--- src/rtl/gcpd_pkg.sv ---
// Shared types and constants for the Gray-code pattern decoder.
package gcpd_pkg;

	localparam int PIX_W    = 19;
	localparam int PAT_W    = 4;
	localparam int BYTE_W   = 8;
	localparam int SUM_W    = 10;
	localparam int THR_W    = 11;
	localparam int CFG_CNT_W = 4;
	localparam int CNT_W    = 5;
	localparam int STRIPE_W = 10;
	localparam int APB_AW   = 4;
	localparam int APB_DW   = 32;
	localparam int IN_DW    = 72;
	localparam int OUT_DW   = 32;

	localparam int DEF_MAX_PIXELS = 524288;
	localparam int DEF_MAX_BITS   = 10;

	localparam logic [CFG_CNT_W-1:0] CNT_RESET = 4'd9;

	typedef enum logic [1:0] {
		REG_WHITE = 2'd0,
		REG_BLACK = 2'd1,
		REG_COUNT = 2'd2
	} reg_idx_t;

	// control half of a pipeline stage
	typedef struct packed {
		logic             valid;
		logic             last;
		logic [PIX_W-1:0] pix;
	} item_ctl_t;

	typedef struct packed {
		logic [PAT_W-1:0] pat;
		logic [SUM_W-1:0] pos_sum;
		logic [SUM_W-1:0] neg_sum;
	} s1_data_t;

endpackage

--- src/rtl/gcpd_classify.sv ---
// Stages 2 and 3: forwarding, threshold test and code update.
module gcpd_classify import gcpd_pkg::*; #(
	parameter int MAX_BITS = DEF_MAX_BITS
) (
	input  logic                    clk,
	input  logic                    arst_n,
	input  logic                    en,
	input  item_ctl_t               ctl_s1,
	input  s1_data_t                data_s1,
	input  logic [MAX_BITS:0]       rd_data,
	input  logic signed [THR_W-1:0] lit_level,
	input  logic signed [THR_W-1:0] dark_level,
	output logic                    wr_en,
	output logic [PIX_W-1:0]        wr_pix,
	output logic [MAX_BITS:0]       wr_data,
	output item_ctl_t               ctl_s3,
	output logic [MAX_BITS:0]       entry_s3
);

	localparam int EW = MAX_BITS + 1;

	item_ctl_t               ctl_s2;
	logic [PAT_W-1:0]        pat_s2;
	logic signed [THR_W-1:0] diff_s2;
	logic [EW-1:0]           old_s2;

	logic signed [THR_W-1:0] diff;
	logic [EW-1:0]           fwd;
	logic [EW-1:0]           base;
	logic [MAX_BITS-1:0]     code_sh;
	logic [EW-1:0]           new_entry;

	assign diff = signed'({1'b0, data_s1.pos_sum}) - signed'({1'b0, data_s1.neg_sum});

	// youngest older writer wins: stage 2 now, then stage 3 (written at read edge)
	always_comb begin
		if (ctl_s2.valid && ctl_s2.pix == ctl_s1.pix) begin
			fwd = new_entry;
		end else if (ctl_s3.valid && ctl_s3.pix == ctl_s1.pix) begin
			fwd = entry_s3;
		end else begin
			fwd = rd_data;
		end
	end

	always_ff @(posedge clk or negedge arst_n) begin
		if (!arst_n) begin
			ctl_s2 <= '0;
			ctl_s3 <= '0;
		end else if (en) begin
			ctl_s2 <= ctl_s1;
			ctl_s3 <= ctl_s2;
		end
	end

	always_ff @(posedge clk) begin
		if (en) begin
			pat_s2      <= data_s1.pat;
			diff_s2     <= diff;
			old_s2      <= fwd;
			entry_s3    <= new_entry;
		end
	end

	// pattern zero starts afresh; once flagged a pixel stays flagged
	always_comb begin
		base    = (pat_s2 == '0) ? '0 : old_s2;
		code_sh = base[MAX_BITS-1:0] << 1;
		if (base[MAX_BITS]) begin
			new_entry = {1'b1, {MAX_BITS{1'b0}}};
		end else if (diff_s2 > lit_level) begin
			new_entry = {1'b0, code_sh | MAX_BITS'(1)};
		end else if (diff_s2 < dark_level) begin
			new_entry = {1'b0, code_sh};
		end else begin
			new_entry = {1'b1, {MAX_BITS{1'b0}}};
		end
	end

	assign wr_en   = en && ctl_s2.valid;
	assign wr_pix  = ctl_s2.pix;
	assign wr_data = new_entry;

endmodule

--- config.mk ---
export PLATFORM = sky130hd
export DESIGN_NAME = gcpd_classify
export DESIGN_NICKNAME = d
export VERILOG_FILES = /design/src/rtl/gcpd_pkg.sv /design/src/rtl/gcpd_classify.sv
export SDC_FILE = /design/constraint.sdc
export NUM_CORES = 1
export LEC_CHECK = 0
export ABC_AREA = 1
export BUFFER_PORTS_ARGS = -buffer_cell sky130_fd_sc_hd__buf_2
export CAP_MARGIN = 5
export CORE_ASPECT_RATIO = 1.1
export CORE_MARGIN = 4
export CORE_UTILIZATION = 40
export CTS_CLUSTER_SIZE = 8
export DETAILED_ROUTE_END_ITERATION = 7
export GPL_TIMING_DRIVEN = 0
export PLACE_DENSITY = 0.72
export SLEW_MARGIN = 0
export SYNTH_ARGS = -nofsm -noshare
export SYNTH_HDL_FRONTEND = slang
export SYNTH_SLANG_ARGS = --single-unit
--- constraint.sdc ---
create_clock -name clk -period 3.9 [get_ports clk]
set_input_delay 0.195 -clock clk [delete_from_list [all_inputs] [get_ports clk]]
set_output_delay 0.195 -clock clk [all_outputs]
set_load 0.005 [all_outputs]
Word level (Yosys, flattened, before mapping). Index checks and enable logic that the tools add are counted.

Register bits after elaboration: 79. Input port bits: 81.

$add $sub $neg: 1. Order comparisons: 2. Equal/unequal tests: 2. Muxes and demuxes: 6. Reduce and logical (&&, ||, !) cells: 4.

Operators by type and width (number): $mux W11 (6); $eq A19 B19 Y1 (2); $gt A11 B11 Y1 (1); $lt A11 B11 Y1 (1); $sub A10 B10 Y11 (1); $logic_not A4 Y1 (1); $logic_and A1 B1 Y1 (3).

Longest topological paths before layout. Gate-level depths: netlist of run 1.

Depth after elaboration: 6. Depth in mapped cells: 14.

Least setup slack after synthesis of run 1. No wires, ideal clock.

Path type: register to register. Start: register diff_s2[10]. End: register entry_s3[1], data pin. Data arrival time: 1558 ps. Required time: 3644 ps. Setup slack: 2086 ps. Cell stages (with the launch flop): 10. Clock period less this slack: 1814 ps. Path through: edfxtp_1 -> ha_1 -> a21o_1 -> nor2_1 -> nand4_1 -> nand3_2 -> nand2_4 -> inv_2 -> buf_6 -> nor2_2.

Cells in the longest elaborated chain, start to end: 4.

Ends and longest elaborated chain: from (decl) (RTL line gcpd_classify.sv:24) `logic signed [THR_W-1:0] diff_s2;`; from (signal assigned) (RTL line gcpd_classify.sv:59) `diff_s2 <= diff;`; $lt A11 B11 Y1 (RTL line gcpd_classify.sv:73) `end else if (diff_s2 < dark_level) begin`; $mux W11 (RTL line gcpd_classify.sv:73); $mux W11 * (RTL line gcpd_classify.sv:71) `end else if (diff_s2 > lit_level) begin`; $mux W11 * (RTL line gcpd_classify.sv:69) `if (base[MAX_BITS]) begin`; via wr_data[1] (RTL line gcpd_classify.sv:15) `output logic [MAX_BITS:0] wr_data,`; to (signal assigned) (RTL line gcpd_classify.sv:61) `entry_s3 <= new_entry;`; to (decl) (RTL line gcpd_classify.sv:17) `output logic [MAX_BITS:0] entry_s3`.

Mark *: on every way through the listed nets, which the timed path passes. The rest lies on a longest branch. A chain may end at the register's enable or synchronous reset.

Worst setup path in the final report of run 1.
Start: register diff_s2[10]. End: output wr_data[2].

Cells in the longest elaborated chain, start to end: 4.

Ends and longest elaborated chain (RTL line): $lt A11 B11 Y1 (gcpd_classify.sv:73); $mux W11 (gcpd_classify.sv:73); $mux W11 * (gcpd_classify.sv:71); $mux W11 * (gcpd_classify.sv:69); to (decl) (gcpd_classify.sv:15).

Mark *: on every way between the ends. The rest lies on a longest branch, timed or not.

==> run summary, run 1 <==
Clock tree synthesis found a total of 78 sinks. The tree is rooted in a sky130_fd_sc_hd__clkbuf_16. The portion of synthesized cell area occupied by the leading cell type was 0.218; the average wire per cell in the routed design was 13.1 µm. The proportion of power drawn by flip-flops and latches is 0.423, and the first-pass detailed-route iteration total is 4. The cell area after synthesis was 0.00496 mm²; the number of cells traversed by the worst register-to-register path was 9. The switching share of power is 0.297. The post-route core utilization is 0.509, and the clock-pin transition on the worst setup and hold timing paths is 0.06 ns.

The finished layout holds 928 standard cells, fillers aside. The logs give 1.65 ns for the post-placement setup slack and 882 for the number of nets in the layout. The worst hold path belongs to the class primary input to asynchronous set/reset pin. In this run the critical register-to-register path is launched from diff_s2[10]. The logs give 1 for the number of antenna violations at the first check in global routing and 0.33 ns for the clock latency of the later-clocked register in the worst-skew pair. The cell with the biggest individual delay on the critical path is sky130_fd_sc_hd__edfxtp_1. During synthesis, Yosys emitted a total of 0 warnings. Worst path required time: 3.70 ns. The run gives 0.00836 ns as the final hold slack. Sum of buffers and inverters on the critical path: 3. The run gives 0 as the total count of hold-check failures in the final report.

The largest stage delay on the critical path was 0.41 ns; the global route total overflow was 0. Buffers added to address setup during post-CTS repair amount to 0. The average size of a mapped cell is 8.06 µm².

The actual transition at the worst max-transition pin works out to 0.950 ns. By area the synthesized netlist is led by sky130_fd_sc_hd__edfxtp_1 (22%), sky130_fd_sc_hd__dfrtp_1 (21%), sky130_fd_sc_hd__nand2_1 (10%), sky130_fd_sc_hd__inv_1 (8.7%), sky130_fd_sc_hd__ha_1 (7.8%). TritonCTS built the clock tree. For the worst setup path, the data arrival time is 2.28 ns.

Entering global routing, the biggest net connects 43 pins. The tools report the TritonCTS buffer count as 9. Capture point of the worst path: wr_data[2]. The relative max-transition margin came out at 0.367.

The floorplan die area is 0.0143 mm². For the final routed database, the setup TNS stands at 0 ns. The share of the clock period used by the worst path works out to 0.635. For this run, the leading register cell type out of synthesis is sky130_fd_sc_hd__dfrtp_1. Routability-driven placement finished with a final weighted congestion of 0.806. Setup repair after global routing left no endpoint under its margin. Detailed placement finished with a half-perimeter wire length of 9.38 mm.

The share of flip-flops with an asynchronous set or reset is 0.538. The H-tree depth is 3, and the largest driver fanout on the critical path is 11. The mean number of vias per cell is 4.60, and the area growth from synthesis to layout is 24.1%. VDD sags by at most 0.000226 V. In the synthesized netlist, the number of instances is 616. After synthesis the netlist holds a flip-flop and latch count of 78. The die is 114 µm wide.

When the netlist entered floorplanning its net count stood at 729. The first-pass GRT wire length is 20.1 mm. The least setup slack across all paths after layout came out at 1.42 ns.

The violation count after the first detailed-route iteration was 166. The tools report the type of destination of the critical path as an output pin. In this run, post-CTS repair resized a total of 0 instances.

The number of enable-type register cells in the synthesized netlist is 36, and the combinational share of power is 0.240. Setup violations remaining at the end of the flow were counted as 0. The number of top-level pins was 144; the cell count after placement was 912. The die is 125 µm tall.

The number of nets still failing antenna checks after routing was 0; the overall global routing resource usage was 0.173. The number of global-route vias before repair was 4,316. The clock power share came out at 0.337. After clock tree synthesis, the flow added hold-fix buffers numbering 0. The path type of the worst setup path was flip-flop to output pin. The logs give 0 for the antenna diode instance count and 12.1 mm for the total wirelength of the detailed-routed design. The fraction of layout cells with a size suffix above 1 works out to 0.265. The family with the most delay on the worst path is simple AND/OR/NAND/NOR gates.

In this run the power spent charging and discharging nets is 724 µW. The floorplan step defined a core boundary enclosing 0.0121 mm². The initial core utilization came out at 0.411. The post-route minimum period is 2.48 ns. For this run, the top clock speed supported by timing is 0.404 GHz. After floorplanning, the core was divided into 42 placement rows.

The worst setup path is launched from a flip-flop. The tools report the critical path startpoint as diff_s2[10]. The internal portion of the total power is 1720 µW. The endpoint of the most critical register-to-register path is entry_s3[2]. The leading area contributor after synthesis was sky130_fd_sc_hd__edfxtp_1.

Input and output buffers added on the ports amount to 142. The minimum setup slack among reg-to-reg paths is 1.90 ns. The logs give 0.00333 µW for the total leakage power and 0.00845 ns for the maximum clock skew at final layout. The sequential element share of the synthesized area is 0.430, and the total via count in the routed design is 4,272. Distinct cell type count after synthesis: 35. The tools report the number of max-slew violations in the final report as 0. The critical path goes through ha_1 -> a21o_1 -> nor2_1 -> nand3_1 -> nand2_1 -> nand3_2 -> nand2_4 -> inv_2 -> buf_6 -> nor2_2 -> buf_2. The flow ran to the end, and the final reports show no timing, DRC or antenna violations.

The longest clock path from root to sink contains 2 buffers. For the number of max-cap violations, the log shows 0. Dividing total power by cell area gives a power density of 396 mW/mm².

In the routed design, unresolved DRC markers number 0. The critical path runs through a total of 11 cells.
-- worst min path at each step --
stage                 end  slack [ns]         from
2_1_floorplan  ctl_s2[19]       -0.10       arst_n
3_3_place_gp    pat_s2[2]        0.37  data_s1[22]
3_5_place_dp    pat_s2[2]        0.37  data_s1[22]
4_1_cts         pat_s2[2]        0.03  data_s1[22]
5_1_grt         pat_s2[2]        0.03  data_s1[22]
6_report       wr_pix[12]       0.008       arst_n
-- stage by stage --
stage,instance area [µm²],power (µW)
6_report,6160,2440
5_1_grt,6160,2600
4_1_cts,6160,2470
3_5_place_dp,5870,1640
3_3_place_gp,5870,1630
2_1_floorplan,4960,1400
-- cell type report --
class	count	area [µm²]
clock inverters	6	61.3
repair buffers	142	711
flip-flops and latches	78	2130
multi-input cells	387	2180
fillers	1162	5930
inverters	120	450
plain buffers	31	200
well taps	154	193
clock buffers	10	229
-- power by group through the flow --
stage	registers [µW]	logic, µW	clock network (µW)
global placement	1040	584	0
detailed placement	1050	595	0
finish	1030	586	823
floorplan	1040	361	0
global route	1040	676	880
CTS	1030	597	843
-- synthesized netlist by cell type, types with 11 or more instances --
| master | count |
|---|---|
| sky130_fd_sc_hd__a21oi_1 | 30 |
| sky130_fd_sc_hd__buf_4 | 20 |
| sky130_fd_sc_hd__dfrtp_1 | 42 |
| sky130_fd_sc_hd__edfxtp_1 | 36 |
| sky130_fd_sc_hd__ha_1 | 31 |
| sky130_fd_sc_hd__inv_1 | 115 |
| sky130_fd_sc_hd__nand2_1 | 138 |
| sky130_fd_sc_hd__nand3_1 | 39 |
| sky130_fd_sc_hd__nor2_1 | 49 |
| sky130_fd_sc_hd__nor2_2 | 11 |
| sky130_fd_sc_hd__o21ai_0 | 31 |
| sky130_fd_sc_hd__xnor2_1 | 11 |
| sky130_fd_sc_hd__xor2_1 | 18 |
-- sequential cells by signal, summed over array words and instances (netlist names) --
signal / count
ctl_s3: 21
old_s2: 10
diff_s2: 11
ctl_s2: 2
entry_s3: 11
wr_pix: 19
pat_s2: 4
-- cell usage in the layout (no fill, tap or decap), types with 2 or more instances in the layout --
master                       netlist  final
sky130_fd_sc_hd__nand4_1           7      7
sky130_fd_sc_hd__nor2_1           49     49
sky130_fd_sc_hd__clkbuf_16         0      9
sky130_fd_sc_hd__buf_4            20     20
sky130_fd_sc_hd__edfxtp_1         36     36
sky130_fd_sc_hd__a21oi_1          30     30
sky130_fd_sc_hd__xnor2_1          11     11
sky130_fd_sc_hd__inv_2             5      5
sky130_fd_sc_hd__xor2_1           18     18
sky130_fd_sc_hd__nand3_2           3      3
sky130_fd_sc_hd__nand2_2           2      2
sky130_fd_sc_hd__inv_1           115    115
sky130_fd_sc_hd__buf_2             1    143
sky130_fd_sc_hd__nand2_1         138    138
sky130_fd_sc_hd__clkbuf_1          9     10
sky130_fd_sc_hd__dfrtp_1          42     42
sky130_fd_sc_hd__nor3_1            2      2
sky130_fd_sc_hd__ha_1             31     31
sky130_fd_sc_hd__clkinvlp_4        0      2
sky130_fd_sc_hd__nand3_1          39     39
sky130_fd_sc_hd__clkinv_1          0      2
sky130_fd_sc_hd__nor2_4            2      2
sky130_fd_sc_hd__nor2_2           11     11
sky130_fd_sc_hd__o21ai_0          31     31
-- metal layers --
layer	vias up	global-route usage	share of wire
met3	15	0.0534	0.080
met1	1900	0.216	0.44
li1	2227	-	-
met5	-	0	0.00058
met2	128	0.293	0.46
met4	2	0.0391	0.012
-- worst register-to-register path: cells and delay by family (launching register included) --
kind	cells	cell delay, ns
buffers and inverters	2	0.25
flip-flops	1	0.41
AO/OA/AOI/OAI	1	0.20
AND/OR/NAND/NOR	5	0.56
adder cells (fa/ha/maj)	1	0.35
-- cell families after synthesis --
family | Yosys count | share of synthesized area
AOI/OAI and AO/OA | 66 | 0.0683
xor gates and xnor gates | 29 | 0.0512
adders and majority gates | 32 | 0.0822
buffers and inverters | 151 | 0.131
DFF | 78 | 0.430
and+or+nand+nor | 260 | 0.238
No activity file was read; power rests on OpenSTA's default activity.
==> inputs of run 2 (changes only) <==
--- a/config.mk
+++ b/config.mk
@@ -14,7 +14,7 @@
 export CTS_CLUSTER_SIZE = 8
 export DETAILED_ROUTE_END_ITERATION = 7
 export GPL_TIMING_DRIVEN = 0
-export PLACE_DENSITY = 0.72
+export PLACE_DENSITY = 0.75
 export SLEW_MARGIN = 0
 export SYNTH_ARGS = -nofsm -noshare
 export SYNTH_HDL_FRONTEND = slang
==> constraint.sdc (replaced) <==
create_clock -name clk -period 2.12 [get_ports clk]
set_input_delay 0.106 -clock clk [delete_from_list [all_inputs] [get_ports clk]]
set_output_delay 0.106 -clock clk [all_outputs]
set_load 0.005 [all_outputs]
==> run summary, run 2 (synthesis results as in run 1) <==
The flow ran to the end, but the final reports show violations. The final reports fail on negative setup slack. For the worst-skew pair, the clock arrives at the later sink with an insertion delay of 0.33 ns. In this run the static leakage power is 0.00336 µW. The tightest min-delay check is of the primary input to flip-flop type.

The flip-flop count of the largest register after layout was 21; the highest attainable clock frequency was 0.440 GHz. The antenna diode instance count is 0, and the power density over cell area is 705 mW/mm². The library cell used most frequently in the layout, excluding fill and tap cells, is sky130_fd_sc_hd__buf_2. TritonCTS built the clock tree. The count of input and output buffers was 142; the maximum count of clock buffers along a single path was 2.

Library cell used as clock root buffer: sky130_fd_sc_hd__clkbuf_16. Setup violations remaining at the end of the flow were counted as 10. The floorplan step set the die height to 125 µm. VDD sags by at most 0.000449 V. The total count of hold-check failures in the final report was 0.

Setup repair after global routing could not meet its margin everywhere. The CTS sink count came out at 78. The initial core utilization is 0.411, and the area growth from synthesis to layout is 26.8%. In this run the worst setup path begins at diff_s2[10]. Number of antenna violations at the first check in global routing: 0. The worst path needs 2.27 ns of the cycle, external delays included. The die covers 0.0143 mm². 144 I/O pins were placed. The tools report the relative max-transition margin as 0.368. Measured in cells, the most critical reg-to-reg path has a length of 12. The final weighted congestion in routability-driven placement is 0.825.

The number of max-slew violations in the final report was 0. Number of global-route vias before repair: 4,346. Kind of start point of the critical path: a flip-flop. The core area was 0.0121 mm²; the fraction of layout cells with a size suffix above 1 was 0.274. The run gives 0.00587 mm² as the total placed instance area. The largest register by flop count was ctl_s3. The least setup slack across all paths after layout came out at -0.151 ns. The mean number of vias per cell was 4.66.

The tools report the maximum clock skew at final layout as 0.00968 ns. In this run the critical register-to-register path is captured at old_s2[4]. Detailed placement finished with a half-perimeter wire length of 9.54 mm. The H-tree was split into 3 levels.

Clock-pin slew was measured on the worst setup and hold paths at 0.06 ns. The total via count in the routed design is 4,361. The tools report the type of destination of the critical path as an output pin.

The critical hold path startpoint is ctl_s1[9]. For this block, the routed nets add up to 12.5 mm of wire. For the overall power after layout, the log shows 4430 µW. The overall global routing resource usage was 0.179. The tool flagged a number of max-cap violations equal to 0. The actual transition at the worst max-transition pin works out to 0.948 ns.

The tools report the maximum number of pins on one net before global-route repair as 43. Largest driver fanout on the critical path: 12. For the worst setup path, the data arrival time is 2.16 ns. Once detail routing completed, the nets flagged for antenna violations numbered 0. The tightest hold path in the finished design has a slack of 0.0253 ns.

The tools report the first-pass detailed-route iteration total as 4. The launch point of the worst reg-to-reg path is diff_s2[10]. The number of placement rows is 42. Global routing finished with a remaining overflow of 0. With fillers left out, the area of the finished cells amounts to 0.00629 mm². In this run, the number of DRC markers left after iteration 0 of detailed routing was 169.

The remaining design rule violation count is 0. The first global-routing pass estimated 20.2 mm of wire. Share of the clock period used by the worst path: 1.07. The average wire per cell in the routed design came out at 13.4 µm. The die extent in x came out at 114 µm. The cell depth of the worst min-delay path was 3. The tools report the hold path endpoint as wr_pix[9]. The number of nets in the layout came out at 890. The top cell types in the final layout, fill and taps aside, are sky130_fd_sc_hd__buf_2 (142), sky130_fd_sc_hd__nand2_1 (137), sky130_fd_sc_hd__inv_1 (114), sky130_fd_sc_hd__nor2_1 (47), sky130_fd_sc_hd__dfrtp_1 (42). The minimum setup slack among reg-to-reg paths came out at 0.10 ns.

STA puts the critical path data required time at 2.01 ns. The setup path with the least slack is of type flip-flop to output pin. The TritonCTS buffer count was 9.
-- run 2: changes by cell type in the layout (fill, tap and decap cells not counted), sizes merged --
cell         before  now
dlygate4sd3       0    7
inv             121  120
buf             164  165
clkinv            2    5
bufinv            1    0
clkbuf           19   18
-- run 2: area by class of cell --
class                   instances  area (µm²)
flip-flops and latches         78        2130
fillers                      1167        5800
clock inverters                 7        41.3
inverters                     120         458
clock buffers                   9         225
repair buffers                151         802
plain buffers                  30         189
well taps                     154         193
multi-input cells             387        2250
-- run 2: how the worst max path moves through the flow --
stage	slack, ns	cells past startpoint	end
finish	-0.15	11	wr_data[1]
floorplan	0.31	9	entry_s3[1]
global route	-0.27	11	wr_data[1]
global placement	0.09	12	wr_data[1]
detailed placement	0.04	12	wr_data[1]
CTS	-0.20	11	wr_data[1]
-- run 2: per-stage QoR --
stage	setup TNS [ns]	cells	util	setup WS, ns
6_report	-1.11	936	0.520	-0.151
5_1_grt	-2.55	936	0.520	-0.268
4_1_cts	-1.83	937	0.520	-0.201
3_5_place_dp	0	912	0.485	0.0446
3_3_place_gp	0	912	0.485	0.0917
2_1_floorplan	0	616	-	0.306
-- run 2: critical path: stages (launching register included) --
cell                       delay (ns)
sky130_fd_sc_hd__edfxtp_1        0.49
sky130_fd_sc_hd__ha_4            0.32
sky130_fd_sc_hd__nand2_1         0.08
sky130_fd_sc_hd__nor2_2          0.13
sky130_fd_sc_hd__and2_4          0.14
sky130_fd_sc_hd__nand2_2         0.05
sky130_fd_sc_hd__nand4_1         0.09
sky130_fd_sc_hd__nand3_2         0.11
sky130_fd_sc_hd__nand2_4         0.11
sky130_fd_sc_hd__inv_8           0.07
sky130_fd_sc_hd__nor2_4          0.12
sky130_fd_sc_hd__buf_2           0.12
-- run 2: timing repair --
| action | in CTS | in global routing |
|---|---|---|
| pin swaps | 6 | 8 |
| endpoints found under the hold margin | 48 | 0 |
| hold buffers | 7 | 0 |
| resized for setup | 11 | 9 |
| setup endpoints to repair | 10 | 18 |
| buffers inserted | 2 | 0 |
-- run 2: routing by layer --
metal	part of all wire	track usage
met1	0.43	0.224
met2	0.48	0.302
met3	0.069	0.0466
met4	0.011	0.0517
met5	0	0
-- run 2: report_power, final --
group          switching (µW)  internal (µW)  leakage [µW]  total [µW]
registers                 123           1780      0.000854        1900
clock network             604            781      0.000126        1390
logic                     641            504       0.00238        1140
total                    1370           3070       0.00336        4430
==> inputs of run 3 (changes only) <==
--- a/config.mk
+++ b/config.mk
@@ -5,7 +5,6 @@
 export SDC_FILE = /design/constraint.sdc
 export NUM_CORES = 1
 export LEC_CHECK = 0
-export ABC_AREA = 1
 export BUFFER_PORTS_ARGS = -buffer_cell sky130_fd_sc_hd__buf_2
 export CAP_MARGIN = 5
 export CORE_ASPECT_RATIO = 1.1
@@ -14,7 +13,7 @@
 export CTS_CLUSTER_SIZE = 8
 export DETAILED_ROUTE_END_ITERATION = 7
 export GPL_TIMING_DRIVEN = 0
-export PLACE_DENSITY = 0.75
+export PLACE_DENSITY = 0.76
 export SLEW_MARGIN = 0
 export SYNTH_ARGS = -nofsm -noshare
 export SYNTH_HDL_FRONTEND = slang
==> run summary, run 3 <==
The run finished, with violations left. The final reports fail on negative setup slack. At the worst endpoint, the arrival time is 2.47 ns. The tightest min-delay check is of the primary input to flip-flop type. By area the synthesized netlist is led by sky130_fd_sc_hd__edfxtp_1 (24%), sky130_fd_sc_hd__dfrtp_1 (23%), sky130_fd_sc_hd__mux2_2 (11%), sky130_fd_sc_hd__ha_1 (8.5%), sky130_fd_sc_hd__xor2_1 (4.8%). After global routing the overflow that remains totals 0. The share of the clock period used by the worst path was 1.21; the cell depth of the worst min-delay path was 2. The sequential element share of the synthesized area was 0.469. For the worst setup path, the data required time is 2.01 ns. The clock power share is 0.318. Initial core utilization: 0.413.

The CTS sink count came out at 78. 0 antenna diodes ended up in the layout. STA classifies the critical path startpoint as a flip-flop.

The power density over cell area is 743 mW/mm². In this run, synthesis inferred 36 flip-flops with an integrated enable. The HPWL after detailed placement is 8.53 mm.

The final weighted congestion in routability-driven placement is 0.815. Clock-pin transition on the worst setup and hold timing paths: 0.06 ns. The hold path endpoint was ctl_s2[19]. Distinct cell type count after synthesis: 46. The height of the die was 120 µm; the TritonCTS buffer count was 9. The H-tree was split into 3 levels.

The final hold slack is 0.0119 ns, and the average size of a mapped cell is 11.8 µm². The switching share of power came out at 0.284. STA classifies the critical path endpoint as an output pin.

The die extent in x came out at 110 µm. The least setup slack across all paths after layout was -0.452 ns; the combinational share of power was 0.260. For the violation count after the first detailed-route iteration, the log shows 87. The largest stage delay on the critical path is 0.53 ns, and the internal power contribution is 3260 µW.

Based on the critical path, the design can be clocked at up to 0.389 GHz. Entering global routing, the biggest net connects 43 pins. In this run the worst path has a maximum fanout of 10. Counting cells, the worst reg-to-reg path comes to 9.

The first-pass GRT wire length came out at 17.5 mm. After floorplanning, the core was divided into 40 placement rows. For this run, the detailed router's first-pass iteration total came to 4. The average wire per cell in the routed design was 15.6 µm.

The register with the most flip-flops in the layout has 21 of them. For the final database, setup skew stands at 0.00887 ns. The worst path needs 2.57 ns of the cycle, external delays included. The tools report the library cell used as clock root buffer as sky130_fd_sc_hd__clkbuf_16.

The synthesized instance count was 386. The launch point of the worst reg-to-reg path is diff_s2[4]. The fraction of layout cells with a size suffix above 1 is 0.487.

The largest register by flop count was ctl_s3. The number of nets in the synthesized netlist is 499. The proportion of power drawn by flip-flops and latches was 0.423; the number of warnings reported in the yosys synthesis log was 0. Leaving out fill and tap cells, the most frequent cell in the layout is sky130_fd_sc_hd__buf_2. The tools report the core area as 0.0110 mm². For this design, the slowest cell found on the critical path is sky130_fd_sc_hd__or4_4.

The logs give 0 for the number of max-slew violations in the final report and 144 for the number of top-level pins. The tools report the net switching component of the power as 1290 µW. Across all register-to-register paths, the minimum setup slack is -0.38 ns. Across all layers, the routed design uses 3,512 vias. The relative max-transition margin came out at 0.380. The detail route stage leaves a number of antenna-violating nets equal to 0. The adder-cell share of the synthesized area is 0.0898.

After synthesis, the largest family of logic cells by area is multiplexers. TritonCTS built the clock tree. By count the netlist is led by sky130_fd_sc_hd__mux2_2 (44), sky130_fd_sc_hd__dfrtp_1 (42), sky130_fd_sc_hd__inv_1 (37). Number of nets in the layout: 669. The remaining design rule violation count was 0; the number of global-route vias before repair was 3,666. The number of antenna violations at the first check in global routing was 0.

Most frequent cell after synthesis: sky130_fd_sc_hd__mux2_2. Together, buffers and inverters on the worst path number 2. The share of flip-flops with an asynchronous set or reset was 0.538; the xor/xnor cell area share of the yosys netlist was 0.0848. The area fraction in and, or, nand and nor cells after synthesis was 0.0840; the mean number of vias per cell was 4.96. Maximum vdd ir drop: 0.000395 V.

The logs give 0 for the total count of hold-check failures in the final report and 2 for the maximum count of clock buffers along a single path. The primary flip-flop cell chosen by synthesis mapping is sky130_fd_sc_hd__dfrtp_1. In this run the static leakage power is 0.00290 µW. The floorplan step defined a die boundary enclosing 0.0131 mm². The complex-gate fraction of the synthesized area was 0.0719; the flip-flop and latch count after synthesis was 78. Leading area contributor after synthesis: sky130_fd_sc_hd__edfxtp_1. The multiplexer share of the synthesized area came out at 0.129. Leaving out fill and tap cells, the most frequent cells in the layout are sky130_fd_sc_hd__buf_2 (132), sky130_fd_sc_hd__mux2_2 (44), sky130_fd_sc_hd__dfrtp_1 (42), sky130_fd_sc_hd__inv_1 (37), sky130_fd_sc_hd__edfxtp_1 (36). The family with the most delay on the worst path was simple AND/OR/NAND/NOR gates. The worst register-to-register path ends at old_s2[10].

Summed over all layers, the routed wires come to 11.1 mm. The signal on the critical path passes through ha_2 -> or4_4 -> a21oi_4 -> nor3_4 -> o32ai_4 -> buf_6 -> and3_4 -> buf_2. The portion of synthesized cell area occupied by the leading cell type is 0.238, and the number of max-cap violations is 0.

The tools report the cell area after synthesis as 0.00454 mm². The count of input and output buffers came out at 142. The startpoint identified for the worst hold timing path is ctl_s1[19]. Setup violations remaining at the end of the flow were counted as 30.

For the pin with the worst max-slew slack, the measured transition is 0.930 ns. The critical path in this run is classified as flip-flop to output pin. At the later pin of the worst-skew pair, clock insertion delay measures 0.33 ns. Area growth from synthesis to layout: 34.9%. The tools report the overall global routing resource usage as 0.171.

Setup repair after global routing could not meet its margin everywhere. For the final total negative setup slack, the log shows -7.94 ns.
[run 3: per-stage QoR]
step	cells	power (µW)	area [µm²]	utilization	setup slack [ns]
after detailed placement	675	2970	5490	0.499	-0.348
after global placement	675	2920	5490	0.499	-0.362
after CTS	707	4550	6010	0.546	-0.431
after floorplan	386	2540	4590	-	-0.161
after global routing	708	4820	6130	0.557	-0.567
final	708	4550	6130	0.557	-0.452
[run 3: worst max path at each step]
stage	from	slack [ns]	endpoint	cells past startpoint
floorplan	diff_s2[4]	-0.16	old_s2[10]	7
global placement	diff_s2[1]	-0.36	old_s2[10]	7
detailed placement	diff_s2[1]	-0.35	old_s2[10]	7
CTS	diff_s2[1]	-0.43	wr_data[6]	8
global route	diff_s2[1]	-0.57	wr_data[6]	8
finish	diff_s2[4]	-0.45	wr_data[1]	8
[run 3: layer usage]
metal | wire length [µm] | GRT usage | part of all wire | up-vias
li1 | - | - | - | 1703
met5 | 0 | 0 | 0 | -
met1 | 4380 | 0.198 | 0.40 | 1685
met4 | 255 | 0.0663 | 0.023 | 0
met2 | 5760 | 0.298 | 0.52 | 104
met3 | 687 | 0.0441 | 0.062 | 20
[run 3: cell families (layout without fill, tap and decap cells)]
kind of cell / after synthesis / in the layout
multiplexers: 53 / 53
AO/OA/AOI/OAI: 47 / 47
flip-flops: 78 / 78
buffers and inverters: 65 / 240
XOR/XNOR: 44 / 44
AND/OR/NAND/NOR: 67 / 67
adder cells (fa/ha/maj): 32 / 32
[run 3: power by group through the flow]
stage / combinational (µW) / sequential [µW] / clock [µW]
detailed placement: 1020 / 1950 / 0
global placement: 977 / 1940 / 0
global route: 1300 / 1950 / 1560
floorplan: 610 / 1930 / 0
finish: 1180 / 1920 / 1450
CTS: 1130 / 1920 / 1490
[run 3: final cells by class]
type,instances,area [µm²]
clock inverter,6,43.8
clock buffer,10,239
multi-input combinational,243,2280
fill,939,4880
buffer,28,186
timing repair buffer,159,927
tap,147,184
inverter,37,139
sequential,78,2130
[run 3: repair_timing]
item | CTS | global route
setup buffers | 11 | 1
setup endpoints to repair | 31 | 32
hold buffers | 5 | 1
resized for setup | 21 | 22
pin swaps | 5 | 8
cloned | 0 | 0
hold endpoints to repair | 46 | 1
[run 3: worst register-to-register path: stages (launching register included)]
cell and delay [ns]:
sky130_fd_sc_hd__edfxtp_1 0.40, sky130_fd_sc_hd__ha_2 0.22, sky130_fd_sc_hd__or4_4 0.53, sky130_fd_sc_hd__a21oi_4 0.15
sky130_fd_sc_hd__nor3_4 0.07, sky130_fd_sc_hd__o32ai_4 0.31, sky130_fd_sc_hd__buf_4 0.16, sky130_fd_sc_hd__buf_6 0.10
sky130_fd_sc_hd__nand2_4 0.05, sky130_fd_sc_hd__mux2_2 0.26
